--- src/sawq_pkg.sv ---
// ----------------------------------------------------------------------------
// sawq_pkg
// Shared constants, codes and command type of the slot allocator.
// ----------------------------------------------------------------------------
package sawq_pkg;

  localparam int TypeW = 3;
  localparam int IdW   = 16;
  localparam int SlotW = 5;
  localparam int CodeW = 4;
  localparam int CntW  = 5;

  localparam int SlotsDflt      = 16;
  localparam int QueueDepthDflt = 16;
  localparam int IdBitsDflt     = 16;

  localparam logic [CntW-1:0] SlotCountRst = 5'd16;

  // request type encodings
  localparam logic [TypeW-1:0] ReqArrive  = 3'd0;
  localparam logic [TypeW-1:0] ReqRelease = 3'd1;
  localparam logic [TypeW-1:0] ReqQDump   = 3'd2;
  localparam logic [TypeW-1:0] ReqSDump   = 3'd3;

  typedef enum logic [CodeW-1:0] {
    RES_GRANTED  = 4'd0,
    RES_QUEUED   = 4'd1,
    RES_HANDED   = 4'd2,
    RES_FREED    = 4'd3,
    RES_ENTRY    = 4'd4,
    RES_EMPTY    = 4'd5,
    RES_SLOT     = 4'd6,
    RES_UNKNOWN  = 4'd7,
    RES_FULL     = 4'd8,
    RES_BAD_SLOT = 4'd9
  } sawq_code_e;

  typedef enum logic [2:0] {
    OP_ARRIVE,
    OP_RELEASE,
    OP_BAD_SLOT,
    OP_QDUMP,
    OP_SDUMP,
    OP_UNKNOWN
  } sawq_op_e;

  typedef struct packed {
    sawq_op_e          op;
    logic [IdW-1:0]    id;
    logic [SlotW-1:0]  slot;
  } sawq_cmd_t;

endpackage

--- src/sawq_front.sv ---
// ----------------------------------------------------------------------------
// sawq_front
// Request decode: classifies each input word into a back-end command.
// ----------------------------------------------------------------------------
module sawq_front import sawq_pkg::*; #(
  parameter int ID_BITS = IdBitsDflt
) (
  input  logic               req_valid_i,
  output logic               req_ready_o,
  input  logic [TypeW-1:0]   req_type_i,
  input  logic [IdW-1:0]     requester_id_i,
  input  logic [SlotW-1:0]   slot_number_i,
  input  logic [CntW-1:0]    n_eff_i,
  input  logic               full_i,
  output logic               push_o,
  output sawq_cmd_t          cmd_o
);

  localparam int StoreW = (ID_BITS < IdW) ? ID_BITS : IdW;

  assign req_ready_o = !full_i;
  assign push_o      = req_valid_i && !full_i;

  always_comb begin
    cmd_o.id   = IdW'(requester_id_i[StoreW-1:0]);
    cmd_o.slot = slot_number_i;
    case (req_type_i)
      ReqArrive:  cmd_o.op = OP_ARRIVE;
      ReqRelease: begin
        // slot numbers are one-based; zero or past the active count is bad
        if (slot_number_i == '0 || slot_number_i > n_eff_i) begin
          cmd_o.op = OP_BAD_SLOT;
        end else begin
          cmd_o.op = OP_RELEASE;
        end
      end
      ReqQDump:   cmd_o.op = OP_QDUMP;
      ReqSDump:   cmd_o.op = OP_SDUMP;
      default:    cmd_o.op = OP_UNKNOWN;
    endcase
  end

endmodule

--- src/sawq_cmdq.sv ---
// ----------------------------------------------------------------------------
// sawq_cmdq
// Two-entry command queue between decode and execution.
// ----------------------------------------------------------------------------
module sawq_cmdq import sawq_pkg::*; (
  input  logic      clk_i,
  input  logic      rst_ni,
  input  logic      push_i,
  input  sawq_cmd_t cmd_i,
  output logic      full_o,
  input  logic      pop_i,
  output logic      valid_o,
  output sawq_cmd_t cmd_o
);

  sawq_cmd_t   entry_q [2];
  logic        wr_ptr_q, wr_ptr_d;
  logic        rd_ptr_q, rd_ptr_d;
  logic [1:0]  cnt_q, cnt_d;

  assign full_o  = (cnt_q == 2'd2);
  assign valid_o = (cnt_q != 2'd0);
  assign cmd_o   = entry_q[rd_ptr_q];

  always_comb begin
    wr_ptr_d = push_i ? !wr_ptr_q : wr_ptr_q;
    rd_ptr_d = pop_i  ? !rd_ptr_q : rd_ptr_q;
    cnt_d    = cnt_q + 2'(push_i) - 2'(pop_i);
  end

  always_ff @(posedge clk_i or negedge rst_ni) begin
    if (!rst_ni) begin
      wr_ptr_q <= 1'b0;
      rd_ptr_q <= 1'b0;
      cnt_q    <= 2'd0;
    end else begin
      wr_ptr_q <= wr_ptr_d;
      rd_ptr_q <= rd_ptr_d;
      cnt_q    <= cnt_d;
    end
  end

  always_ff @(posedge clk_i) begin
    if (push_i) begin
      entry_q[wr_ptr_q] <= cmd_i;
    end
  end

endmodule

--- src/sawq_back.sv ---
// ----------------------------------------------------------------------------
// sawq_back
// Execution: slot flags, occupant and wait-queue memories, dump sequencer
// and the result output register.
// ----------------------------------------------------------------------------
module sawq_back import sawq_pkg::*; #(
  parameter int SLOTS       = SlotsDflt,
  parameter int QUEUE_DEPTH = QueueDepthDflt,
  parameter int ID_BITS     = IdBitsDflt
) (
  input  logic              clk_i,
  input  logic              rst_ni,
  input  logic [CntW-1:0]   n_eff_i,
  input  logic              cmd_valid_i,
  input  sawq_cmd_t         cmd_i,
  output logic              cmd_pop_o,
  output logic              result_valid_o,
  input  logic              result_ready_i,
  output logic [CodeW-1:0]  result_code_o,
  output logic [IdW-1:0]    result_id_o,
  output logic [SlotW-1:0]  result_slot_o,
  output logic              slot_busy_o,
  output logic              last_o
);

  localparam int StoreW = (ID_BITS < IdW) ? ID_BITS : IdW;
  localparam int SW     = (SLOTS > 1) ? $clog2(SLOTS) : 1;
  localparam int QW     = $clog2(QUEUE_DEPTH);
  localparam int FW     = $clog2(QUEUE_DEPTH + 1);

  typedef enum logic [1:0] {ST_IDLE, ST_HAND, ST_QDUMP, ST_SDUMP} state_e;

  typedef struct packed {
    sawq_code_e        code;
    logic [IdW-1:0]    id;
    logic [SlotW-1:0]  slot;
    logic              busy;
    logic              last;
  } res_t;

  state_e              state_q, state_d;
  logic [SLOTS-1:0]    busy_q, busy_d;
  logic [QW-1:0]       head_q, head_d, tail_q, tail_d;
  logic [FW-1:0]       fill_q, fill_d;
  logic [QW-1:0]       qptr_q, qptr_d;
  logic [FW-1:0]       qrem_q, qrem_d;
  logic [SW-1:0]       sptr_q, sptr_d;
  logic [SlotW-1:0]    hslot_q, hslot_d;
  logic                rvalid_q, rvalid_d;
  res_t                res_q, res_d;

  logic [StoreW-1:0]   wq_mem [QUEUE_DEPTH];
  logic [StoreW-1:0]   occ_mem [SLOTS];
  logic [StoreW-1:0]   wq_rdata_q, occ_rdata_q;
  logic                wq_we, occ_we;
  logic [QW-1:0]       wq_waddr, wq_raddr;
  logic [SW-1:0]       occ_waddr, occ_raddr;
  logic [StoreW-1:0]   wq_wdata, occ_wdata;

  logic                out_free;
  logic                free_found;
  logic [SW-1:0]       free_idx;
  logic [SW-1:0]       rel_idx, hand_idx;
  logic [SlotW-1:0]    sdump_slot;

  function automatic logic [QW-1:0] q_inc(input logic [QW-1:0] p);
    q_inc = (p == QW'(QUEUE_DEPTH - 1)) ? '0 : p + 1'b1;
  endfunction

  assign out_free   = !rvalid_q || result_ready_i;
  assign rel_idx    = SW'(cmd_i.slot - 5'd1);
  assign hand_idx   = SW'(hslot_q - 5'd1);
  assign sdump_slot = SlotW'(sptr_q) + 5'd1;

  // lowest free slot among the active ones
  always_comb begin
    free_found = 1'b0;
    free_idx   = '0;
    for (int i = SLOTS - 1; i >= 0; i--) begin
      if (!busy_q[i] && (i < int'(n_eff_i))) begin
        free_found = 1'b1;
        free_idx   = SW'(i);
      end
    end
  end

  always_comb begin
    state_d   = state_q;
    busy_d    = busy_q;
    head_d    = head_q;
    tail_d    = tail_q;
    fill_d    = fill_q;
    qptr_d    = qptr_q;
    qrem_d    = qrem_q;
    sptr_d    = sptr_q;
    hslot_d   = hslot_q;
    rvalid_d  = rvalid_q && !result_ready_i;
    res_d     = res_q;
    cmd_pop_o = 1'b0;
    wq_we     = 1'b0;
    wq_waddr  = tail_q;
    wq_wdata  = cmd_i.id[StoreW-1:0];
    wq_raddr  = head_q;
    occ_we    = 1'b0;
    occ_waddr = free_idx;
    occ_wdata = cmd_i.id[StoreW-1:0];
    occ_raddr = '0;

    case (state_q)
      ST_IDLE: begin
        if (cmd_valid_i && out_free) begin
          cmd_pop_o = 1'b1;
          rvalid_d  = 1'b1;
          res_d     = '{RES_UNKNOWN, '0, '0, 1'b0, 1'b1};
          case (cmd_i.op)
            OP_ARRIVE: begin
              if (free_found) begin
                busy_d[free_idx] = 1'b1;
                occ_we           = 1'b1;
                res_d = '{RES_GRANTED, cmd_i.id, SlotW'(free_idx) + 5'd1, 1'b0, 1'b1};
              end else if (fill_q == FW'(QUEUE_DEPTH)) begin
                res_d = '{RES_FULL, cmd_i.id, '0, 1'b0, 1'b1};
              end else begin
                wq_we  = 1'b1;
                tail_d = q_inc(tail_q);
                fill_d = fill_q + 1'b1;
                res_d  = '{RES_QUEUED, cmd_i.id, '0, 1'b0, 1'b1};
              end
            end
            OP_RELEASE: begin
              if (fill_q != '0) begin
                // head id is read this cycle, handed over in ST_HAND once the output register is free
                rvalid_d = rvalid_q && !result_ready_i;
                hslot_d  = cmd_i.slot;
                state_d  = ST_HAND;
              end else begin
                busy_d[rel_idx] = 1'b0;
                res_d = '{RES_FREED, '0, cmd_i.slot, 1'b0, 1'b1};
              end
            end
            OP_BAD_SLOT: begin
              res_d = '{RES_BAD_SLOT, '0, cmd_i.slot, 1'b0, 1'b1};
            end
            OP_QDUMP: begin
              if (fill_q == '0) begin
                res_d = '{RES_EMPTY, '0, '0, 1'b0, 1'b1};
              end else begin
                rvalid_d = rvalid_q && !result_ready_i;
                qptr_d   = head_q;
                qrem_d   = fill_q;
                state_d  = ST_QDUMP;
              end
            end
            OP_SDUMP: begin
              rvalid_d = rvalid_q && !result_ready_i;
              sptr_d   = '0;
              state_d  = ST_SDUMP;
            end
            default: begin
              res_d = '{RES_UNKNOWN, '0, '0, 1'b0, 1'b1};
            end
          endcase
        end
      end
      ST_HAND: begin
        if (out_free) begin
          rvalid_d          = 1'b1;
          res_d             = '{RES_HANDED, IdW'(wq_rdata_q), hslot_q, 1'b0, 1'b1};
          occ_we            = 1'b1;
          occ_waddr         = hand_idx;
          occ_wdata         = wq_rdata_q;
          busy_d[hand_idx]  = 1'b1;
          head_d            = q_inc(head_q);
          fill_d            = fill_q - 1'b1;
          state_d           = ST_IDLE;
        end
      end
      ST_QDUMP: begin
        // read data always holds the entry at qptr_q
        wq_raddr = qptr_q;
        if (out_free) begin
          rvalid_d = 1'b1;
          res_d    = '{RES_ENTRY, IdW'(wq_rdata_q), '0, 1'b0, qrem_q == FW'(1)};
          qptr_d   = q_inc(qptr_q);
          wq_raddr = q_inc(qptr_q);
          qrem_d   = qrem_q - 1'b1;
          if (qrem_q == FW'(1)) begin
            state_d = ST_IDLE;
          end
        end
      end
      ST_SDUMP: begin
        occ_raddr = sptr_q;
        if (out_free) begin
          rvalid_d  = 1'b1;
          res_d     = '{RES_SLOT, busy_q[sptr_q] ? IdW'(occ_rdata_q) : '0, sdump_slot,
                        busy_q[sptr_q], sdump_slot == n_eff_i};
          sptr_d    = sptr_q + 1'b1;
          occ_raddr = sptr_q + 1'b1;
          if (sdump_slot == n_eff_i) begin
            state_d = ST_IDLE;
          end
        end
      end
      default: state_d = ST_IDLE;
    endcase
  end

  always_ff @(posedge clk_i or negedge rst_ni) begin
    if (!rst_ni) begin
      state_q  <= ST_IDLE;
      busy_q   <= '0;
      head_q   <= '0;
      tail_q   <= '0;
      fill_q   <= '0;
      qptr_q   <= '0;
      qrem_q   <= '0;
      sptr_q   <= '0;
      hslot_q  <= '0;
      rvalid_q <= 1'b0;
      res_q    <= '{RES_GRANTED, '0, '0, 1'b0, 1'b0};
    end else begin
      state_q  <= state_d;
      busy_q   <= busy_d;
      head_q   <= head_d;
      tail_q   <= tail_d;
      fill_q   <= fill_d;
      qptr_q   <= qptr_d;
      qrem_q   <= qrem_d;
      sptr_q   <= sptr_d;
      hslot_q  <= hslot_d;
      rvalid_q <= rvalid_d;
      res_q    <= res_d;
    end
  end

  always_ff @(posedge clk_i) begin
    if (wq_we) begin
      wq_mem[wq_waddr] <= wq_wdata;
    end
    wq_rdata_q <= wq_mem[wq_raddr];
  end

  always_ff @(posedge clk_i) begin
    if (occ_we) begin
      occ_mem[occ_waddr] <= occ_wdata;
    end
    occ_rdata_q <= occ_mem[occ_raddr];
  end

  assign result_valid_o = rvalid_q;
  assign result_code_o  = res_q.code;
  assign result_id_o    = res_q.id;
  assign result_slot_o  = res_q.slot;
  assign slot_busy_o    = res_q.busy;
  assign last_o         = res_q.last;

`ifndef SYNTH
  a_fill_bound: assert property (@(posedge clk_i) disable iff (!rst_ni)
    fill_q <= FW'(QUEUE_DEPTH))
    else $error("wait queue fill above depth");

  a_ptr_match: assert property (@(posedge clk_i) disable iff (!rst_ni)
    (fill_q == '0 || fill_q == FW'(QUEUE_DEPTH)) |-> head_q == tail_q)
    else $error("queue pointers disagree with fill count");

  a_hand_nonempty: assert property (@(posedge clk_i) disable iff (!rst_ni)
    (state_q == ST_HAND || state_q == ST_QDUMP) |-> fill_q != '0)
    else $error("queue read with empty queue");

  a_hand_done: assert property (@(posedge clk_i) disable iff (!rst_ni)
    (state_q == ST_HAND && out_free) |=> fill_q == $past(fill_q) - 1'b1)
    else $error("handover did not dequeue");
`endif

endmodule

--- src/slot_allocator_with_wait_queue_top.sv ---
// ----------------------------------------------------------------------------
// slot_allocator_with_wait_queue_top
// Slot allocator with a FIFO wait queue: decode front, command queue,
// execution back end.
// ----------------------------------------------------------------------------
// Requests arrive as words on the req channel and each produces one or more
// result words on the result channel, the final one flagged by last_o. The
// front decodes a word in the cycle it is accepted and parks it in a
// two-entry command queue, so requests keep flowing while the back end is
// busy or the result side stalls. The back end registers the result of an
// arrival, free, bad-slot or unknown request as it pops the command. A release
// that hands the slot to a waiting requester goes through a hand-over state,
// since the head id comes from the wait-queue memory with a registered read.
// A queue dump starts its memory read and then lists the entries in order;
// a slot dump likewise steps through the active slots, each step reading the
// occupant memory. The result register is refilled in the cycle it drains.
// slot_count is written through cfg_we_i / cfg_wdata_i; the user must write
// it only while the block is idle, which the block itself does not enforce.
// Zero acts as one and values above SLOTS act as SLOTS. Occupant and
// wait-queue memories are not cleared at reset; only written entries are ever shown.
module slot_allocator_with_wait_queue_top import sawq_pkg::*; #(
  parameter int SLOTS       = SlotsDflt,
  parameter int QUEUE_DEPTH = QueueDepthDflt,
  parameter int ID_BITS     = IdBitsDflt
) (
  input  logic              clk_i,
  input  logic              rst_ni,
  input  logic              cfg_we_i,
  input  logic [CntW-1:0]   cfg_wdata_i,
  input  logic              req_valid_i,
  output logic              req_ready_o,
  input  logic [TypeW-1:0]  req_type_i,
  input  logic [IdW-1:0]    requester_id_i,
  input  logic [SlotW-1:0]  slot_number_i,
  output logic              result_valid_o,
  input  logic              result_ready_i,
  output logic [CodeW-1:0]  result_code_o,
  output logic [IdW-1:0]    result_id_o,
  output logic [SlotW-1:0]  result_slot_o,
  output logic              slot_busy_o,
  output logic              last_o
);

  logic [CntW-1:0] slot_count_q;
  logic [CntW-1:0] n_eff;

  logic       push, cmdq_full, cmd_valid, cmd_pop;
  sawq_cmd_t  push_cmd, head_cmd;

  // slot count register, reset to the full default
  always_ff @(posedge clk_i or negedge rst_ni) begin
    if (!rst_ni) begin
      slot_count_q <= SlotCountRst;
    end else if (cfg_we_i) begin
      slot_count_q <= cfg_wdata_i;
    end
  end

  // effective slot count, clamped to 1..SLOTS
  always_comb begin
    if (slot_count_q == '0) begin
      n_eff = CntW'(1);
    end else if (int'(slot_count_q) > SLOTS) begin
      n_eff = CntW'(SLOTS);
    end else begin
      n_eff = slot_count_q;
    end
  end

  sawq_front #(
    .ID_BITS (ID_BITS)
  ) u_front (
    .req_valid_i    (req_valid_i),
    .req_ready_o    (req_ready_o),
    .req_type_i     (req_type_i),
    .requester_id_i (requester_id_i),
    .slot_number_i  (slot_number_i),
    .n_eff_i        (n_eff),
    .full_i         (cmdq_full),
    .push_o         (push),
    .cmd_o          (push_cmd)
  );

  sawq_cmdq u_cmdq (
    .clk_i   (clk_i),
    .rst_ni  (rst_ni),
    .push_i  (push),
    .cmd_i   (push_cmd),
    .full_o  (cmdq_full),
    .pop_i   (cmd_pop),
    .valid_o (cmd_valid),
    .cmd_o   (head_cmd)
  );

  sawq_back #(
    .SLOTS       (SLOTS),
    .QUEUE_DEPTH (QUEUE_DEPTH),
    .ID_BITS     (ID_BITS)
  ) u_back (
    .clk_i          (clk_i),
    .rst_ni         (rst_ni),
    .n_eff_i        (n_eff),
    .cmd_valid_i    (cmd_valid),
    .cmd_i          (head_cmd),
    .cmd_pop_o      (cmd_pop),
    .result_valid_o (result_valid_o),
    .result_ready_i (result_ready_i),
    .result_code_o  (result_code_o),
    .result_id_o    (result_id_o),
    .result_slot_o  (result_slot_o),
    .slot_busy_o    (slot_busy_o),
    .last_o         (last_o)
  );

endmodule

--- config.mk ---
export PLATFORM = sky130hd
export DESIGN_NAME = slot_allocator_with_wait_queue_top
export DESIGN_NICKNAME = d
export VERILOG_FILES = /design/src/sawq_pkg.sv /design/src/sawq_front.sv /design/src/sawq_cmdq.sv /design/src/sawq_back.sv /design/src/slot_allocator_with_wait_queue_top.sv
export SDC_FILE = /design/constraint.sdc
export NUM_CORES = 1
export LEC_CHECK = 0
export BUFFER_PORTS_ARGS = -buffer_cell sky130_fd_sc_hd__buf_2
export CELL_PAD_IN_SITES_DETAIL_PLACEMENT = 1
export CELL_PAD_IN_SITES_GLOBAL_PLACEMENT = 2
export CORE_MARGIN = 4
export CORE_UTILIZATION = 46
export CTS_CLUSTER_SIZE = 12
export DETAILED_ROUTE_END_ITERATION = 12
export MAX_ROUTING_LAYER = met4
export PLACE_DENSITY_LB_ADDON = 0.1
export RECOVER_POWER = 50
export SYNTH_ARGS = -nofsm -noshare
export SYNTH_HDL_FRONTEND = slang
export SYNTH_SLANG_ARGS = --single-unit
--- constraint.sdc ---
create_clock -name clk_i -period 4.2 [get_ports clk_i]
set_clock_uncertainty 0.1 [all_clocks]
set_input_delay 0.63 -clock clk_i [delete_from_list [all_inputs] [get_ports clk_i]]
set_output_delay 0.63 -clock clk_i [all_outputs]
set_load 0.005 [all_outputs]
==> flow_summary.yaml <==
critical_path:
  crit_path_start_kind: "flip-flop"
  crit_family: "buffers and inverters"
  cp_slowest_cell: "clkbuf_1"
  cp_cell_sequence: "clkbuf_1, nand2_1, clkbuf_2, nor2_1, clkbuf_1, nor2_1, nor2_1, clkbuf_1"
  cp_data_arrival_time_ns: 4.08
  crit_fanout: 19
  critPathBufInv: 4
  critPathKind: "flip-flop to flip-flop"
  critPathRequiredTime_ns: 4.39
  endpoint_kind: "flip-flop"
  slowest_delay_ns: 0.81
logic_synthesis:
  ys_ff_latch: 678
  muxShareOfSynthArea: 0.0818
  ys_async_sr_fraction: 0.127
  synth_seq_area_share: 0.687
  ys_types: 74
  yosys.area_share.adder: 0.0111
  yosys.area_share.simple: 0.0869
  netlist_area_um2: 28500
  syn_area_per_cell_um2: 14.4
  synth-xor-area-share: 0.00706
  synth_compound_area_frac: 0.106
  synthCells: 1986
  synth_edf_count: 560
  synth-main-ff-cell: "edfxtp_1"
  synth.net_count: 2044
  synth_top_family_by_area: "compound AO/OA/AOI/OAI gates"
  yosys_warnings: 0
pwr:
  leakage_nw: 11.2
  pwr-share-seq: 0.419
  switching_share: 0.348
  p_per_area_nw_per_um2: 709
  intPower_mw: 15.1
  pwr-share-clk: 0.271
  switchingPower_mw: 8.05
  peakVddDrop_v: 0.000378
  p_comb_frac: 0.311
grt:
  grt_pass1_wl_mm: 120
  grt_usage: 0.247
  antenna_found_initial: 1
  grt_max_degree: 129
  grt_pass1_vias: 18300
  overflow: 0
clocking:
  cts_sinks: 678
  insertion_delay_ns: 0.61
  cts_hold_buf: 0
  post_cts_buffers: 0
  cts_buffers: 74
  htree_levels: 3
  cts_tree: "built"
  root_buffer: "clkbuf_16"
  clkTransAtPathRegs_ns: 0.06
  clock_path_buffers: 3
route:
  final_antenna_net_count: 0
  met3_length_mm: 3.71
  top_layer_used: "met4"
  wl_per_cell_um: 26.2
  wl_met2_mm: 38.2
  routed_wl_mm: 79.1
  via_count: 17500
  drt-initial-drc-count: 1310
  met1Wirelength_mm: 35.0
  via_per_inst: 5.81
  drt_pre_antenna_iters: 5
  remaining_drc_errors: 0
run_status:
  outcome: "finished with violations"
  violations: "max-capacitance violations, max-slew violations"
worst_hold_path:
  min_path_type: "primary input to flip-flop"
floorplanning:
  start_util: 0.463
  ios: 63
  core_um2: 61600
  die_y_um: 257
  die_x_um: 257
  dieArea_um2: 66100
  row_count: 91
timing:
  min_period_ns: 3.89
  finalMaxSlewViolations: 139
  max_freq_mhz: 257
  relSlewSlack: -0.234
  tightest_slew_ns: 1.85
  finalSetupViolCount: 0
  timing.hold.ws_ns: 0.121
  finalHoldViolCount: 0
  tns_ns: 0
  timing.final.crit_share: 0.926
  rsz0062_at_grt: "false"
finish:
  multi_input_area_um2: 8520
  seq_area_um2: 19600
  fin_util: 0.530
  fin_nets: 2178
  instances_no_fill: 3014
  finalInstanceArea_um2: 32700
  drive_gt1_frac: 0.163
  num-fill-cells: 5940
  area_growth_pct: 14.5
place:
  portBuffers: 62
  dpl_cell_area_um2: 30500
  dp.cells: 2881
  gp_congestion: 0.843
  dp_hpwl_mm: 52.9
job:
  maxCapViolCount: 4
==> cells in the mapped netlist, drive strengths merged, types with 3 or more instances <==
master / n / area [µm²]
a211o: 3 / 26.3
a211oi: 90 / 676
a21boi: 3 / 22.5
a21o: 12 / 90.1
a21oi: 83 / 415
a221oi: 19 / 166
a22oi: 22 / 215
a311oi: 36 / 315
a31o: 4 / 35.0
a31oi: 41 / 257
a32o: 8 / 80.1
and2: 83 / 522
and3: 13 / 81.3
buf: 31 / 173
clkbuf: 83 / 315
dfrtp: 85 / 2130
dfxtp: 32 / 641
edfxtp: 560 / 16800
ha: 23 / 288
inv: 24 / 90.1
mux2: 43 / 484
mux2i: 28 / 280
mux4: 69 / 1570
nand2: 234 / 878
nand2b: 9 / 56.3
nand3: 14 / 70.1
nand4: 5 / 31.3
nor2: 122 / 458
nor2b: 8 / 50.1
nor3: 23 / 125
nor3b: 12 / 90.1
nor4: 5 / 31.3
o211ai: 4 / 30.0
o21a: 5 / 37.5
o21ai: 83 / 415
o22ai: 6 / 37.5
o2bb2ai: 3 / 26.3
o31ai: 3 / 22.5
o32ai: 3 / 26.3
or3: 3 / 18.8
or4: 3 / 22.5
xnor2: 15 / 131
xor2: 8 / 70.1
==> logic make-up (layout without fill, tap and decap cells) <==
family,after synthesis,in the layout
other cells,0,1
fa+ha+maj,25,25
buf+inv,139,329
xor+xnor,23,23
simple gates,540,540
compound gates,441,441
flops,678,678
mux,140,140
==> power groups by stage <==
stage	combinational, mW	clock, mW	sequential (mW)
after global routing	7.83	6.72	9.77
after detailed placement	7.40	0	9.77
after floorplan	4.47	0	9.45
final	7.20	6.27	9.69
after global placement	7.21	0	9.75
after CTS	7.44	6.43	9.65
==> per-stage QoR <==
stage / setup WS, ns / total power, mW
final: 0.310 / 23.2
after CTS: 0.265 / 23.5
after global routing: 0.00780 / 24.3
after global placement: 0.0872 / 17.0
after floorplan: 0.373 / 13.9
after detailed placement: -0.107 / 17.2
==> flip-flops by register name, indices dropped and copies added (netlist names), 16 cells and up <==
| name | count |
|---|---|
| u_back.busy_q | 16 |
| u_back.occ_mem | 256 |
| u_back.occ_rdata_q | 16 |
| u_back.result_id_o | 16 |
| u_back.wq_mem | 256 |
| u_back.wq_rdata_q | 16 |
| u_cmdq.entry_q | 48 |
==> layout by cell type (no fill, tap or decap), drive strengths merged, types with 20 or more instances in the layout <==
cell type and instances:
a311oi 36, mux2 43, nor2 122, edfxtp 560, clkinv 20, dfrtp 85
buf 108, a22oi 22, nand2 234, inv 29, dfxtp 32, a21oi 83
clkbuf 168, o21ai 83, mux4 69, mux2i 28, and2 83, a211oi 90
a31oi 41, ha 23, nor3 23
==> per-layer routing <==
| metal | GRT usage | vias to the layer above |
|---|---|---|
| met5 | - | - |
| met4 | 0.0783 | 0 |
| met3 | 0.0432 | 113 |
| met2 | 0.388 | 374 |
| met1 | 0.333 | 9097 |
| li1 | - | 7929 |
==> path summary, 6_finish.rpt <==
check / slack, ns / to / cells after the start / start
setup / recovery: 0.31 / u_back.occ_mem[12][5] / 8 / u_back.state_q[0]
hold / removal: 0.12 / u_cmdq.entry_q[0][20] / 1 / requester_id_i[15]
max in group asynchronous: 1.08 / u_back.result_id_o[8] / 2 / rst_ni
min in group asynchronous: 0.39 / slot_count_q[0] / 1 / rst_ni
hold reg to reg: 0.38 / u_back.result_id_o[5] / 2 / u_back.result_id_o[5]
setup reg to reg: 0.31 / u_back.occ_mem[12][5] / 8 / u_back.state_q[0]
==> cell type report <==
class / instances / share of cell area
sequential: 678 / 0.600
inverter: 25 / 0.00287
tap: 837 / 0.0321
antenna: 1 / 0.0000766
multi-input combinational: 1169 / 0.261
clock inverter: 28 / 0.00827
clock buffer: 104 / 0.0627
timing repair buffer: 172 / 0.0329
==> what timing repair did <==
item	4_1_cts	5_1_grt
endpoints found under the hold margin	0	0
gates resized for setup	1	0
setup endpoints to repair	16	0
Note: power is estimated with default switching activity, not from simulation.
